**config.mk**
```make
export PLATFORM = sky130hd
export DESIGN_NAME = ct3_cell
export DESIGN_NICKNAME = d
export VERILOG_FILES = /design/src/hdl/ct3_pkg.sv /design/src/hdl/ct3_cell.sv
export SDC_FILE = /design/constraint.sdc
export NUM_CORES = 1
export LEC_CHECK = 0
export BUFFER_PORTS_ARGS = -buffer_cell sky130_fd_sc_hd__buf_2
export CAP_MARGIN = 15
export CORE_AREA = 2 2 58 60
export DETAILED_ROUTE_END_ITERATION = 10
export DIE_AREA = 0 0 60 62
export GPL_TIMING_DRIVEN = 0
export PLACE_DENSITY = 0.78
export SYNTH_ARGS = -nofsm -noshare
export SYNTH_HDL_FRONTEND = slang
export SYNTH_SLANG_ARGS = --single-unit
```
**constraint.sdc**
```tcl
create_clock -name clk -period 2 [get_ports clk]
set_input_delay 0.3 -clock clk [delete_from_list [all_inputs] [get_ports clk]]
set_output_delay 0.3 -clock clk [all_outputs]
set_load 0.005 [all_outputs]
```
**src/hdl/ct3_pkg.sv**
```systemverilog
// ----------------------------------------------------------------------------
// ct3_pkg
// Shared types, register indexes and the compare helper of the 3x3 census
// transform.
// ----------------------------------------------------------------------------
package ct3_pkg;

	// fixed field widths
	localparam int PIX_W = 8;
	localparam int ROW_W = 12;
	localparam int CFG_W = 12;
	localparam int IDX_W = 1;

	// configuration register indexes
	localparam logic [IDX_W-1:0] REG_FRAME_WIDTH  = 1'b0;
	localparam logic [IDX_W-1:0] REG_FRAME_HEIGHT = 1'b1;

	// register reset values and lower bound of both sizes
	localparam int WIDTH_RESET  = 640;
	localparam int HEIGHT_RESET = 480;
	localparam int SIZE_MIN     = 3;

	// result kinds of one item, in delivery order
	localparam int          KIND_N      = 4;
	localparam logic [1:0]  KIND_INNER  = 2'd0;
	localparam logic [1:0]  KIND_RIGHT  = 2'd1;
	localparam logic [1:0]  KIND_BELOW  = 2'd2;
	localparam logic [1:0]  KIND_CORNER = 2'd3;

	// one window column, top to bottom
	typedef struct packed {
		logic [PIX_W-1:0] top;
		logic [PIX_W-1:0] mid;
		logic [PIX_W-1:0] bot;
	} column_t;

	// census bits of one column against the centre: [2] top, [1] mid, [0] bottom
	function automatic logic [2:0] census_gt(input column_t col, input logic [PIX_W-1:0] ctr);
		census_gt = {ctr > col.top, ctr > col.mid, ctr > col.bot};
	endfunction

endpackage

```
**src/hdl/ct3_cell.sv**
```systemverilog
// ----------------------------------------------------------------------------
// ct3_cell
// One column cell of the window: holds a column, passes it on to the next
// cell on every shift and compares its values against the centre.
// ----------------------------------------------------------------------------
module ct3_cell (
	input  logic                     clk,
	input  logic                     arst_n,
	input  logic                     shift,
	input  ct3_pkg::column_t         col_in,
	input  logic [ct3_pkg::PIX_W-1:0] centre,
	output ct3_pkg::column_t         col_q,
	output logic [2:0]               gt
);

	// column register, cleared by reset
	always_ff @(posedge clk or negedge arst_n) begin
		if (!arst_n) begin
			col_q <= '0;
		end else if (shift) begin
			col_q <= col_in;
		end
	end

	// centre compare of the held column
	assign gt = ct3_pkg::census_gt(col_q, centre);

endmodule

```
==> impl_results.md <==
* Comb pwr share at 0.289
* Max VDD drop at 0.4589 mV
* Fmax at between 500 and 600 MHz
* Share of Yosys cell area claimed by the top area cell type at 0.4030
* Crit path max fanout at 2
* Crit Path Category: reg -> out
* Seq pwr share at 0.430
* Post-synthesis cell type count at 15
* Final setup violation count at 0
* Worst slew pin tran at between 0.5 and 0.6 ns
* WP data arrival at about 1.7 ns
* Via count at 1285
* Total track usage at 0.1766
* RSZ-0062 raised after global routing: yes
* Wire length on met2 at about 1.6 mm
* GRT Residual Overflow at 0
* Worst Hold Slack at between 0.15 and 0.2 ns
* Clk root buf: clkbuf_4
* Max stage delay on crit path at roughly 0.4 ns
* Pre-antenna DRT Iters at 4
* Hold WC Path Type: in -> reg
* Final GP Congestion at between 0.7 and 0.8
* Final instance count without filler cells at 264
* Max Cap Viol at 0
* Syn-to-layout area delta at 31.23%
* Via density at 4.867
* Clock Skew at 0 ns
* Post-synth top area cell: dfrtp_1
* Initial antenna violation count at 0
* Wire length of the first global-routing pass at around 5.0 mm
* Clock latency on the worst-skew pair at ~0.31 ns
* Final Hold Fails at 0
* CORE AREA at roughly 3200 um2
* Clk pwr share at 0.281
* Main synth FF type: dfrtp_1
* Leakage power at approximately 1.0 nW
* # IOs at just over 60
* Post-synthesis sequential area ratio at 0.4030
* Routed WL at 3.291 mm
* Top Registers: col_q: 24 flops
* CP Cell Sequence: inv_2, ha_4, nor2b_4, o211ai_2, a21oi_2, o22a_1, buf_2
* Top Layer Used: met3
* CTS tree: done
* H-tree Lvls at 1
* Ys Warns at 0
* Post-synth top cells: dfrtp_1 (24), ha_1 (24), nand2_1 (24)
* Final Critical Period at about 2 ns
* PwrDens at approximately 660 nW/um2
* Layout Nets at 278
* CP Launch Type: register
* # rows at 21
* Post-Synthesis Cell Area at between 1000 and 1500 um2
* Number of global-route vias before repair at about 1200
* Slew Viols, Final at 0
* WL met1 at about 1.5 mm
* Largest net degree at the start of global routing at 25
* Post-synth EDFFs at 0
* Total CTS buffers at 3
* Avg WL per Cell at approximately 12 um
* Clk slew on worst S/H paths at about 0.14 ns
* Sw frac at 0.2877
* Most area-consuming cells after synthesis: dfrtp_1 (40%), ha_1 (20%), o21ai_0 (7.1%)
* Initial Utilization at 0.4687
* Clock tree sinks at 24
* Synthesized netlist cell count at between 150 and 200
* Die W at 60 um
* Die area at approximately 3700 um2
* I/O Buffers at 60
* Register bit total from synthesis at 24
* Post-Syn Area per Cell at 9.740 um2
* Largest register by flop count: col_q
* Post-CTS setup buffers at 0
* Final antenna-violating net count at 0
* Final Core Density at 0.6151
* Period utilization at 0.9838
* Share of cells above drive strength 1 at 0.4083
* Post-DP HPWL at around 2.6 mm
* Status: completed
* Die Y at a little over 60 um
* CTS max path bufs at 2
* Iteration-0 DRC Markers at 62
* Slowest CP cell: dfrtp_1
* Max-slew headroom at 0.6422
* Ant. Diodes at 0
* DRC at 0
* Met3 Routed Length at ~190 um
* Reported net switching power at 0.3688 mW
* Placed cells at roughly 260
* Number of flip-flops in the largest register at 24
* Internal Pwr Total at just over 0.9 mW
* CP Capture Type: primary output
* Syn nets at approximately 210
* Ys async rst share at 1.000
* Required @ worst endpoint at roughly 1.7 ns
logic make-up (layout without fill, tap and decap cells):
logic type / count (synthesis) / after routing / synth area share
compound gates: 42 / 42 / 0.1713
simple gates: 33 / 33 / 0.1134
buf+inv: 27 / 92 / 0.08816
fa+ha+maj: 24 / 24 / 0.2015
flops: 24 / 24 / 0.4030
mux: 3 / 3 / 0.02267
worst max-delay path: cells and delay by family, from the launching register on:
family | cells | cell delay, ns
fa+ha+maj | 1 | 0.20
flops | 1 | 0.41
simple gates | 1 | 0.12
buf+inv | 2 | 0.22
compound gates | 3 | 0.41
cell type report:
| cell class | count | area (um2) |
|---|---|---|
| Sequential cell | 24 | 600.6 |
| Inverter | 22 | 82.58 |
| Clock buffer | 3 | 22.52 |
| Timing Repair Buffer | 61 | 310.3 |
| Tap cell | 46 | 57.56 |
| Clock inverter | 1 | 30.03 |
| Buffer | 5 | 48.80 |
| Fill cell | 299 | 1224 |
| Multi-Input combinational cell | 102 | 803.3 |
layer usage:
layer,GRT usage,vias to the layer above
met5,0,-
met4,0.02857,0
met3,0.03934,0
met2,0.3090,40
met1,0.2286,593
li1,-,652
metrics by stage:
stage / power, mW / setup WS (ns) / instance area (um2) / setup TNS [ns]
floorplan: 0.7672 / 0.5551 / 1490 / 0
global placement: 0.9015 / 0.3556 / 1848 / 0
detailed placement: 0.9127 / 0.3144 / 1848 / 0
CTS: 1.269 / 0.009769 / 1911 / 0
global route: 1.366 / -0.03085 / 1956 / -0.04826
finish: 1.282 / 0.03235 / 1956 / 0
what timing repair did:
action,in CTS,in global routing
hold buffers,1,0
endpoints found under the setup margin,0,3
gates resized for setup,0,10
endpoints found under the hold margin,24,0
power groups by stage:
| stage | sequential (mW) | combinational (mW) | clock (mW) |
|---|---|---|---|
| after global placement | 0.560 | 0.342 | 0 |
| after floorplan | 0.566 | 0.201 | 0 |
| after global routing | 0.557 | 0.426 | 0.383 |
| final | 0.551 | 0.371 | 0.360 |
| after detailed placement | 0.561 | 0.352 | 0 |
| after CTS | 0.551 | 0.355 | 0.362 |
placed cells by master, fill, tap and decap left out, drive strengths merged:
cell type,count
buf,65
nand2,24
dfrtp,24
ha,24
o21ai,24
inv,22
a21oi,12
nand4,6
nor2b,3
o211ai,3
o22a,3
mux2,3
clkbuf,3
bufinv,1
dlygate4sd3,1
worst paths after layout:
kind | startpoint | slack [ns] | end | cells past startpoint
max | col_q[9] | 0.03 | gt[1] | 7
min | col_in[23] | 0.17 | col_q[23] | 3
max reg2reg | col_q[8] | 1.22 | col_q[8] | 1
min reg2reg | col_q[16] | 0.55 | col_q[16] | 1
max in group asynchronous | arst_n | 1.16 | col_q[2] | 2
min in group asynchronous | arst_n | 0.49 | col_q[14] | 2
(Power assumes the default switching activity.)
