**config.mk**
```make
export PLATFORM = sky130hd
export DESIGN_NAME = ct3_emit
export DESIGN_NICKNAME = d
export VERILOG_FILES = /design/src/hdl/ct3_pkg.sv /design/src/hdl/ct3_emit.sv
export SDC_FILE = /design/constraint.sdc
export NUM_CORES = 1
export LEC_CHECK = 0
export BUFFER_PORTS_ARGS = -buffer_cell sky130_fd_sc_hd__buf_2
export CAP_MARGIN = 25
export CELL_PAD_IN_SITES_DETAIL_PLACEMENT = 0
export CELL_PAD_IN_SITES_GLOBAL_PLACEMENT = 1
export CORE_MARGIN = 2
export CORE_UTILIZATION = 32
export DETAILED_ROUTE_END_ITERATION = 16
export PLACE_DENSITY_LB_ADDON = 0.1
export SLEW_MARGIN = 10
export SYNTH_ARGS = -nofsm -noshare
export SYNTH_HDL_FRONTEND = slang
export SYNTH_SLANG_ARGS = --single-unit
```
**constraint.sdc**
```tcl
create_clock -name clk -period 1.9 [get_ports clk]
set_clock_uncertainty 0.15 [all_clocks]
set_input_delay 0.285 -clock clk [delete_from_list [all_inputs] [get_ports clk]]
set_output_delay 0.285 -clock clk [all_outputs]
set_load 0.05 [all_outputs]
```
**src/hdl/ct3_pkg.sv**
```systemverilog
// ----------------------------------------------------------------------------
// ct3_pkg
// Shared types, register indexes and the compare helper of the 3x3 census
// transform.
// ----------------------------------------------------------------------------
package ct3_pkg;

	// fixed field widths
	localparam int PIX_W = 8;
	localparam int ROW_W = 12;
	localparam int CFG_W = 12;
	localparam int IDX_W = 1;

	// configuration register indexes
	localparam logic [IDX_W-1:0] REG_FRAME_WIDTH  = 1'b0;
	localparam logic [IDX_W-1:0] REG_FRAME_HEIGHT = 1'b1;

	// register reset values and lower bound of both sizes
	localparam int WIDTH_RESET  = 640;
	localparam int HEIGHT_RESET = 480;
	localparam int SIZE_MIN     = 3;

	// result kinds of one item, in delivery order
	localparam int          KIND_N      = 4;
	localparam logic [1:0]  KIND_INNER  = 2'd0;
	localparam logic [1:0]  KIND_RIGHT  = 2'd1;
	localparam logic [1:0]  KIND_BELOW  = 2'd2;
	localparam logic [1:0]  KIND_CORNER = 2'd3;

	// one window column, top to bottom
	typedef struct packed {
		logic [PIX_W-1:0] top;
		logic [PIX_W-1:0] mid;
		logic [PIX_W-1:0] bot;
	} column_t;

	// census bits of one column against the centre: [2] top, [1] mid, [0] bottom
	function automatic logic [2:0] census_gt(input column_t col, input logic [PIX_W-1:0] ctr);
		census_gt = {ctr > col.top, ctr > col.mid, ctr > col.bot};
	endfunction

endpackage

```
**src/hdl/ct3_emit.sv**
```systemverilog
// ----------------------------------------------------------------------------
// ct3_emit
// Result register: takes the result set of one item and hands out its
// results one per cycle while out_ready is high, inner result first.
// ----------------------------------------------------------------------------
module ct3_emit #(
	parameter int COL_W = 11
) (
	input  logic                          clk,
	input  logic                          arst_n,
	input  logic                          load,
	input  logic [ct3_pkg::KIND_N-1:0]    load_mask,
	input  logic [ct3_pkg::PIX_W-1:0]     load_sig,
	input  logic [ct3_pkg::ROW_W-1:0]     load_row,
	input  logic [COL_W-1:0]              load_col,
	output logic                          free,
	output logic                          out_valid,
	input  logic                          out_ready,
	output logic [ct3_pkg::PIX_W-1:0]     signature,
	output logic [ct3_pkg::ROW_W-1:0]     out_row,
	output logic [COL_W-1:0]              out_column,
	output logic                          last
);

	logic [ct3_pkg::KIND_N-1:0] mask_q;
	logic [ct3_pkg::PIX_W-1:0]  sig_q;
	logic [ct3_pkg::ROW_W-1:0]  row_q;
	logic [COL_W-1:0]           col_q;
	logic [1:0]                 kind;
	logic [ct3_pkg::KIND_N-1:0] kind_bit;
	logic [ct3_pkg::KIND_N-1:0] rest;
	logic                       fire;

	// lowest pending result kind goes first
	always_comb begin
		if (mask_q[ct3_pkg::KIND_INNER]) begin
			kind = ct3_pkg::KIND_INNER;
		end else if (mask_q[ct3_pkg::KIND_RIGHT]) begin
			kind = ct3_pkg::KIND_RIGHT;
		end else if (mask_q[ct3_pkg::KIND_BELOW]) begin
			kind = ct3_pkg::KIND_BELOW;
		end else begin
			kind = ct3_pkg::KIND_CORNER;
		end
	end

	assign kind_bit  = ct3_pkg::KIND_N'(1) << kind;
	assign rest      = mask_q & ~kind_bit;
	assign out_valid = |mask_q;
	assign fire      = out_valid && out_ready;
	assign last      = (rest == '0);
	assign free      = !out_valid || (fire && last);

	// payload of the selected result
	always_comb begin
		case (kind)
			ct3_pkg::KIND_INNER: begin
				signature  = sig_q;
				out_row    = row_q - ct3_pkg::ROW_W'(1);
				out_column = col_q - COL_W'(1);
			end
			ct3_pkg::KIND_RIGHT: begin
				signature  = '0;
				out_row    = row_q - ct3_pkg::ROW_W'(1);
				out_column = col_q;
			end
			ct3_pkg::KIND_BELOW: begin
				signature  = '0;
				out_row    = row_q;
				out_column = col_q - COL_W'(1);
			end
			default: begin
				signature  = '0;
				out_row    = row_q;
				out_column = col_q;
			end
		endcase
	end

	// pending result mask
	always_ff @(posedge clk or negedge arst_n) begin
		if (!arst_n) begin
			mask_q <= '0;
		end else if (load) begin
			mask_q <= load_mask;
		end else if (fire) begin
			mask_q <= rest;
		end
	end

	// result set payload
	always_ff @(posedge clk) begin
		if (load) begin
			sig_q <= load_sig;
			row_q <= load_row;
			col_q <= load_col;
		end
	end

endmodule

```
==> impl_metrics.py, run 1 <==
metrics = {
    "worst_setup_path": {
        "crit_type": "register to output pin",
        "cp_cell_sequence": "or3_1, or4_4, nor4_4, xor2_4, buf_6",
        "start_kind": "register",
        "crit_arrival_ps": 2200,
        "critPathLaunch": "row_q[1]",
        "crit_path_max_fanout": 4,
        "cp.required_ps": 1460,
        "cpMaxStageDelayCell": "or4_4",
        "slowest_delay_ps": 490,
        "endpoint_kind": "output pin",
        "r2r-start": "mask_q[1]",
    },
    "clock_tree": {
        "cts.path.max_buffers": 2,
        "numCtsBuffers": 5,
        "clk_pin_slew_ps": 70,
        "cts-root-buf": "clkbuf_8",
        "cts_tree": "done",
        "insertion_delay_ps": 280,
        "cts_sinks": 35,
        "htreeDepth": 2,
    },
    "floorplanning": {
        "die-area_um2": 5800,
        "rows": 26,
        "start_util_pct": 32.8,
        "dieHeight_um": 76.2,
        "die_w_um": 76.2,
        "core_area_um2": 5070,
        "io_pins": 73,
    },
    "detailed_routing": {
        "num_vias": 1484,
        "routed_via_density": 4.48,
        "dr.pass1.iters": 4,
        "routedWlPerCell_um": 13.2,
        "ant_nets": 0,
        "drt_iter0_drc": 41,
        "drcViolationCount": 0,
        "wirelength_mm": 4.37,
    },
    "sta": {
        "slew_violations": 0,
        "fin_tns_setup_ps": -9730,
        "hold_viol": 0,
        "max_freq_mhz": 380,
        "rsz0062_at_grt": "true",
        "finalCriticalPeriod_ps": 2630,
        "slew_headroom_pct": 73.7,
        "tightest_slew_ps": 390,
        "setup_violations": 22,
        "fin_crit_sh_pct": 139,
        "setup_slack_ps": -733,
    },
    "power": {
        "leakagePower_nw": 1.41,
        "power.density_nw_per_um2": 696,
        "vdd_drop_max_v": 0.000456,
    },
    "global_routing": {
        "grt_pass1_wl_mm": 7.04,
        "grt_overflow_total": 0,
        "antenna_found_initial": 0,
        "grt_usage_pct": 15.5,
        "grt_start_max_net_pins": 28,
        "grt_pass1_vias": 1611,
    },
    "job": {
        "drv_cap": 0,
    },
    "hold_path": {
        "hold_path.class": "input pin to register",
        "hold_start": "load_row[7]",
    },
    "synthesis": {
        "syn-instance-count": 127,
        "ys_seq_area_share_pct": 61.9,
        "syn_area_um2": 1670,
        "syn_nets": 168,
        "yosysWarnings": 0,
        "ys_ff_latch": 35,
        "yosys.cell_types.count": 30,
        "avgSynthCellArea_um2": 13.1,
    },
    "finish": {
        "nNetsFinal": 301,
        "n_antenna_cell": 0,
        "final_layout_size_suffix_gt1_share_pct": 74.7,
        "syn_to_final_growth_pct": 103,
    },
    "status": {
        "outcome": "complete, but fails checks",
        "violations": "setup timing",
    },
    "placement": {
        "io_buffers": 72,
        "gp_congestion": 0.789,
        "post-place-ws_ps": -541,
        "post-dp-hpwl_mm": 3.09,
    },
}
==> flip-flops by register name (all words and copies together), names as in the netlist <==
register	flops
sig_q	8
mask_q	4
col_q	11
row_q	12
==> stage by stage <==
stage          cell area (µm²)  hold slack [ps]  instances  total power [W]  util [%]
2_1_floorplan             1970             -161        127          0.00140         -
3_3_place_gp              2700            -56.2        305          0.00162      53.3
3_5_place_dp              2700            -52.1        305          0.00164      53.3
4_1_cts                   3130             8.04        323          0.00228      61.7
5_1_grt                   3380             6.07        331          0.00245      66.5
6_report                  3380             19.2        331          0.00235      66.5
==> final timing paths <==
path,end,slack [ps],cells after the start
max in group asynchronous,mask_q[1],1290,2
hold reg to reg,mask_q[3],490,2
setup / recovery,out_row[11],-730,5
setup reg to reg,mask_q[1],540,6
hold / removal,row_q[7],20,1
min in group asynchronous,mask_q[3],170,2
==> cells by family after synthesis <==
logic type / share of synthesized area [%]
muxes: 0.601
buffers and inverters: 1.80
adders and majority gates: 2.70
and+or+nand+nor: 17.1
AOI/OAI and AO/OA: 5.93
DFF: 61.9
xor gates and xnor gates: 9.99
==> layout make-up <==
type                       count  area [µm²]
timing repair buffer         128        1040
multi-input combinational     84        1110
fill                         394        1700
tap                           70        87.6
sequential                    35        1030
clock buffer                   5        68.8
inverter                       6        22.5
clock inverter                 3        15.0
==> metal layers <==
metal,part of all wire [%],track usage (%)
met2,54,28.6
met4,2.0,6.91
met1,38,15.9
met3,6.1,5.09
met5,0,0
==> where the power goes <==
| part | internal [W] | switching, W | leakage, nW |
|---|---|---|---|
| clock network | 0.000250 | 0.000258 | 0.0477 |
| registers | 0.000908 | 0.0000505 | 0.352 |
| logic | 0.000382 | 0.000502 | 1.01 |
==> critical path: cells and delay by family, from the launching register on <==
| kind | cells | cell delay, ps |
|---|---|---|
| buffers and inverters | 1 | 170 |
| flip-flops | 1 | 420 |
| XOR/XNOR | 1 | 170 |
| AND/OR/NAND/NOR | 3 | 1150 |
==> cell usage after synthesis (all sizes together) <==
cell	count	area share (%)
a2111o	1	0.68
and2	8	3.0
clkbuf	2	0.45
dfrtp	4	6.0
edfxtp	31	56
ha	2	1.5
inv	6	1.4
maj3	2	1.2
mux2i	1	0.60
nand2	9	2.0
nand2b	1	0.38
nor2	8	2.3
nor2b	1	0.38
nor3	4	1.8
nor4	6	3.5
o211ai	1	0.45
o21ai	11	3.3
o31ai	1	0.45
o41ai	2	1.1
or2	1	0.38
or3	2	0.75
or4	3	1.8
or4b	1	0.83
xnor2	6	3.2
xor2	13	6.8
==> cells in the final DEF (no fill, tap or decap), types with 2 or more instances in the layout <==
master / Yosys / routed
ha_4: 0 / 2
nor4_4: 1 / 6
nor2_4: 1 / 5
edfxtp_1: 31 / 31
nand2_1: 9 / 7
buf_2: 0 / 41
inv_2: 0 / 4
or4_4: 2 / 3
xnor2_2: 0 / 5
nor2_2: 0 / 2
clkbuf_4: 0 / 7
o21ai_2: 0 / 2
o41ai_2: 0 / 2
o21ai_4: 0 / 3
buf_8: 0 / 3
xor2_4: 0 / 10
dfrtp_1: 4 / 3
clkbuf_8: 0 / 5
o21ai_0: 11 / 6
maj3_2: 0 / 2
buf_12: 0 / 2
nor3_4: 0 / 4
buf_6: 0 / 35
and2_1: 8 / 8
buf_4: 0 / 39
inv_1: 6 / 2
xor2_2: 0 / 2
clkinv_2: 0 / 3
==> timing repair <==
item	CTS	global route
pin swaps	12	17
hold buffers	1	0
endpoints found under the setup margin	25	31
hold endpoints to repair	4	0
resized for setup	83	43
setup buffers	11	15
(Power assumes the default switching activity.)
==> run 2, diff against run 1 <==
==> constraint.sdc (replaced) <==
create_clock -name clk -period 1.9 [get_ports clk]
set_clock_uncertainty 0.15 [all_clocks]
set_input_delay 0.095 -clock clk [delete_from_list [all_inputs] [get_ports clk]]
set_output_delay 0.095 -clock clk [all_outputs]
set_load 0.05 [all_outputs]
==> run 2 against run 1 <==
  * The flow still finishes with violations (setup timing)
  * Total power is 5.3% higher
  * Utilization is 4.2 points higher
  * Clock-buffer cell count stayed put
  * Sequential share of layout area is 1.8 points lower
  * Flip-flop and latch count stayed put
  * Sequential power hardly changed
  * Register-to-register slack worse by 420 ps
  * Clock power is 25% higher
  * Combinational power is 0.8% lower
  * Die area stayed put
  * Worst setup slack better by 200 ps
==> impl_metrics.py, run 2 (synthesis results as in run 1) <==
metrics = {
    "global_routing": {
        "grt_pass1_vias": 1589,
        "grt_overflow_total": 0,
        "grt_usage_pct": 15.7,
        "grt_pass1_wl_mm": 7.18,
        "busiest_layer": "met2",
        "grt_use_met3_pct": 3.79,
        "grt_start_max_net_pins": 40,
        "globalRouteMet1Util_pct": 17.1,
        "globalRouteMet2Util_pct": 29.2,
        "antenna_found_initial": 0,
    },
    "power": {
        "seqPwrFrac_pct": 38.8,
        "totalPowerFinal_w": 0.00248,
        "p_clk_share_pct": 25.8,
        "combPwrFrac_pct": 35.5,
        "vdd_drop_max_v": 0.000609,
        "intPower_w": 0.00168,
        "p_switching_w": 0.000793,
        "power.density_nw_per_um2": 690,
        "p_sw_share_pct": 32.0,
        "leakagePower_nw": 1.52,
    },
    "worst_setup_path": {
        "cp_cell_sequence": "or3_1, or4_4, nor3_4, xor2_4, buf_6",
        "crit_arrival_ps": 2190,
        "crit_type": "register to output pin",
        "slowest_delay_ps": 490,
        "endpoint_kind": "output pin",
        "cpMaxStageDelayCell": "or4_4",
        "cp.required_ps": 1650,
        "start_kind": "register",
        "crit_path_max_fanout": 4,
    },
    "floorplanning": {
        "start_util_pct": 32.8,
        "dieHeight_um": 76.2,
        "die_w_um": 76.2,
        "core_area_um2": 5070,
        "die-area_um2": 5800,
        "io_pins": 73,
        "rows": 26,
    },
    "clock_tree": {
        "cts_sinks": 35,
        "cts-root-buf": "clkbuf_8",
        "cts_tree": "done",
        "htreeDepth": 2,
        "numCtsBuffers": 5,
        "insertion_delay_ps": 280,
        "clk_pin_slew_ps": 70,
        "cts.path.max_buffers": 2,
    },
    "finish": {
        "largest-register": "row_q",
        "syn_to_final_growth_pct": 115,
        "largest_register_ffs": 12,
        "finalInstanceArea_um2": 3590,
        "multi_input_area_um2": 998,
        "reg_top3": "row_q: 12 flops, col_q: 11 flops, sig_q: 8 flops",
        "nNetsFinal": 335,
        "n_antenna_cell": 0,
        "final_cell_mix": "48 x buf_2, 42 x buf_4, 39 x dlygate4sd3_1",
        "seqCellArea_um2": 1030,
        "final_layout_size_suffix_gt1_share_pct": 62.4,
        "final_common_cell": "buf_2",
        "fillCellCount": 371,
    },
    "detailed_routing": {
        "routedWlPerCell_um": 12.2,
        "drcViolationCount": 0,
        "ant_nets": 0,
        "wirelength_mm": 4.47,
        "drt_iter0_drc": 20,
        "num_vias": 1593,
        "dr.pass1.iters": 4,
        "routed_via_density": 4.36,
    },
    "placement": {
        "dpl_cell_area_um2": 2550,
        "post-dp-hpwl_mm": 2.81,
        "io_buffers": 72,
        "post-place-ws_ps": -336,
        "gp_congestion": 0.733,
    },
    "job": {
        "drv_cap": 0,
    },
    "sta": {
        "slew_headroom_pct": 70.5,
        "setup_slack_ps": -534,
        "rsz0062_at_grt": "true",
        "max_freq_mhz": 411,
        "fin_crit_sh_pct": 128,
        "setup_violations": 19,
        "finalCriticalPeriod_ps": 2430,
        "slew_violations": 0,
        "hold_viol": 0,
        "tightest_slew_ps": 443,
    },
    "status": {
        "violations": "setup timing",
        "outcome": "complete, but fails checks",
    },
    "hold_path": {
        "hold_path.class": "input pin to register",
    },
}
-- run 2: final timing paths --
path,from,end,slack [ps],depth (start not counted)
min in group asynchronous,arst_n,mask_q[3],560,3
max reg2reg,mask_q[0],mask_q[0],120,6
min,out_ready,mask_q[3],60,4
max,row_q[1],out_row[7],-530,5
min reg2reg,mask_q[3],mask_q[3],480,2
max in group asynchronous,arst_n,mask_q[1],840,3
-- run 2: cell type report --
class                      count  share of cell area, %
tap                           70                   2.44
inverter                       6                  0.627
clock inverter                 3                   1.08
timing repair buffer         162                   37.4
sequential                    35                   28.8
multi-input combinational     84                   27.8
clock buffer                   5                   1.92
-- run 2: routing by layer --
layer	vias up	part of all wire, %
li1	789	-
met1	744	37
met2	53	55
met3	7	5.6
met4	0	2.1
met5	-	0
-- run 2: worst max-delay path, delay by kind of cell (launching register included) --
kind / cells / cell delay (ps)
DFF: 1 / 410
xor gates and xnor gates: 1 / 160
buffers and inverters: 1 / 170
and+or+nand+nor: 3 / 1160
-- run 2: through the flow --
| step | setup TNS [ps] | utilization (%) | hold slack (ps) | std cells |
|---|---|---|---|---|
| after detailed placement | -1910 | 50.3 | -241 | 297 |
| after floorplan | -1540 | - | -351 | 127 |
| final | -4760 | 70.7 | 61.9 | 365 |
| after global placement | -1590 | 50.3 | -245 | 297 |
| after global routing | -6380 | 70.7 | 118 | 365 |
| after CTS | -5110 | 66.9 | 39.9 | 357 |
-- run 2: repair_timing --
item	CTS	global route
endpoints found under the setup margin	23	24
hold endpoints to repair	39	0
resized for setup	74	36
hold buffers	39	0
pin swaps	12	13
buffers inserted	13	11
-- run 2: power by group through the flow --
stage	combinational (W)	sequential (W)	clock, W
2_1_floorplan	0.000393	0.000986	0
3_3_place_gp	0.000607	0.000970	0
3_5_place_dp	0.000616	0.000973	0
4_1_cts	0.000794	0.000959	0.000656
5_1_grt	0.000922	0.000970	0.000682
6_report	0.000878	0.000961	0.000638
==> run 3, diff against run 2 <==
CORE_UTILIZATION = 36   (was 32)
PLACE_DENSITY = 0.78   (was default)
PLACE_DENSITY_LB_ADDON = default   (was 0.1)
clock period = 2.7 ns   (was 1.9 ns; I/O delays follow)
==> run 3 against run 2 <==
  * The run now ends clean
  * Die area fell by 11%
  * Sequential share of layout area grew 11 points
  * Worst setup slack better by 770 ps
  * Sequential power shrank 30%
  * First-iteration DRC count grew to 3.7 times the previous value
  * Final area shrank 28%
  * Largest power group unchanged
==> impl_metrics.py, run 3 (synthesis results as in run 1) <==
metrics = {
    "status": {
        "outcome": "complete, no violations",
    },
    "power": {
        "p_clk_share_pct": 33.9,
        "totalPowerFinal_w": 0.00163,
        "seqPwrFrac_pct": 41.4,
        "intPower_w": 0.00114,
        "combPwrFrac_pct": 24.6,
        "p_switching_w": 0.000495,
        "power.density_nw_per_um2": 630,
        "leakagePower_nw": 1.12,
        "p_sw_share_pct": 30.3,
        "vdd_drop_max_v": 0.000439,
    },
    "worst_setup_path": {
        "cp.required_ps": 2410,
        "cpMaxStageDelayCell": "or4b_4",
        "start_kind": "register",
        "crit_arrival_ps": 2180,
        "slowest_delay_ps": 550,
        "crit_path_max_fanout": 4,
        "r2r_cells": 4,
        "cp_cell_sequence": "inv_1, ha_1, inv_1, or4b_4, nor3_2, xor2_1, buf_2",
        "crit_type": "register to output pin",
        "path_common_cell": "inv_1",
        "endpoint_kind": "output pin",
    },
    "floorplanning": {
        "io_pins": 73,
        "die_w_um": 72.0,
        "dieHeight_um": 72.0,
        "core_area_um2": 4410,
        "die-area_um2": 5190,
        "start_util_pct": 37.8,
        "rows": 24,
    },
    "clock_tree": {
        "htreeDepth": 2,
        "clk_pin_slew_ps": 70,
        "cts_sinks": 35,
        "cts-root-buf": "clkbuf_8",
        "insertion_delay_ps": 280,
        "numCtsBuffers": 5,
        "cts_resized": 0,
        "cts_tree": "done",
        "cts.path.max_buffers": 2,
    },
    "detailed_routing": {
        "num_vias": 1361,
        "routedWlPerCell_um": 13.1,
        "dr.pass1.iters": 3,
        "drcViolationCount": 0,
        "ant_nets": 0,
        "wirelength_mm": 3.87,
        "routed_via_density": 4.61,
        "drt_iter0_drc": 73,
    },
    "global_routing": {
        "grt_pass1_wl_mm": 6.27,
        "grt_pass1_vias": 1446,
        "grt_overflow_total": 0,
        "grt_start_max_net_pins": 40,
        "grt_usage_pct": 15.7,
        "antenna_found_initial": 0,
    },
    "hold_path": {
        "hold_path.class": "input pin to async pin",
    },
    "finish": {
        "n_antenna_cell": 0,
        "seqCellArea_um2": 1030,
        "final_layout_size_suffix_gt1_share_pct": 36.6,
        "final_cell_mix": "72 x buf_2, 37 x dlygate4sd3_1, 31 x edfxtp_1",
        "nNetsFinal": 283,
        "multi_input_area_um2": 606,
        "reg_top3": "row_q: 12 flops, col_q: 11 flops, sig_q: 8 flops",
        "final_common_cell": "buf_2",
        "fin_cells": 295,
        "largest_register_ffs": 12,
        "syn_to_final_growth_pct": 55.7,
        "largest-register": "row_q",
        "fillCellCount": 361,
    },
    "sta": {
        "max_freq_mhz": 406,
        "fin_tns_setup_ps": 0,
        "fin_crit_sh_pct": 91.3,
        "slew_violations": 0,
        "hold_viol": 0,
        "finalCriticalPeriod_ps": 2460,
        "tightest_slew_ps": 799,
        "rsz0062_at_grt": "false",
        "setup_violations": 0,
        "slew_headroom_pct": 46.8,
    },
    "job": {
        "drv_cap": 0,
    },
    "placement": {
        "io_buffers": 72,
        "placed_cells": 250,
        "post-dp-hpwl_mm": 2.62,
        "gp_congestion": 0.676,
    },
}
[run 3: cell types whose count changed in the layout (fill, tap and decap cells not counted), moves of 4 or more]
cell	delta
buf_6	-28
buf_2	+24
xor2_1	+12
xor2_4	-6
xor2_2	-6
o21ai_2	-4
buf_8	-4
o21ai_0	+5
buf_4	-41
nor2_4	-5
nor2_1	+6
[run 3: final timing paths]
kind,start,end,slack [ps]
max,row_q[0],out_row[10],240
min,arst_n,mask_q[3],30
max reg2reg,mask_q[0],mask_q[0],1110
min reg2reg,mask_q[3],mask_q[3],460
max in group asynchronous,arst_n,mask_q[1],2250
min in group clk,out_ready,mask_q[2],40
[run 3: timing repair]
| item | in CTS | in global routing |
|---|---|---|
| endpoints found under the setup margin | 0 | 0 |
| buffers inserted | 0 | 0 |
| hold buffers | 37 | 0 |
| endpoints found under the hold margin | 39 | 0 |
[run 3: stage by stage]
| stage | setup slack [ps] | util (%) | hold slack [ps] | area [µm²] |
|---|---|---|---|---|
| floorplan | 254 | - | -311 | 1670 |
| global placement | 577 | 47.4 | -207 | 2090 |
| detailed placement | 512 | 47.4 | -202 | 2090 |
| CTS | 203 | 58.8 | 25.6 | 2590 |
| global route | 78.9 | 58.8 | 35.6 | 2590 |
| finish | 235 | 58.8 | 30.6 | 2590 |
[run 3: final cells by class]
type / count / area share [%]
clock buffer: 6 / 2.80
sequential: 35 / 39.7
timing repair buffer: 110 / 28.4
tap: 52 / 2.51
clock inverter: 2 / 2.31
multi-input combinational: 84 / 23.3
inverter: 6 / 0.868
[run 3: worst max-delay path, delay by kind of cell, from the launching register on]
family | cells | cell delay, ps
and+or+nand+nor | 2 | 740
DFF | 1 | 440
buffers and inverters | 3 | 420
adders and majority gates | 1 | 160
xor gates and xnor gates | 1 | 150
[run 3: power groups by stage]
stage,combinational (W),sequential [W],clock (W)
after floorplan,0.000260,0.000680,0
final,0.000403,0.000677,0.000554
after detailed placement,0.000361,0.000689,0
after CTS,0.000404,0.000677,0.000565
after global placement,0.000355,0.000685,0
after global routing,0.000426,0.000682,0.000595
[run 3: metal layers]
metal,track usage (%),vias to the layer above,routed length (µm)
li1,-,693,-
met1,16.9,613,1530
met2,29.1,46,2040
met3,4.17,9,218
met4,6.29,0,80
met5,0,-,0
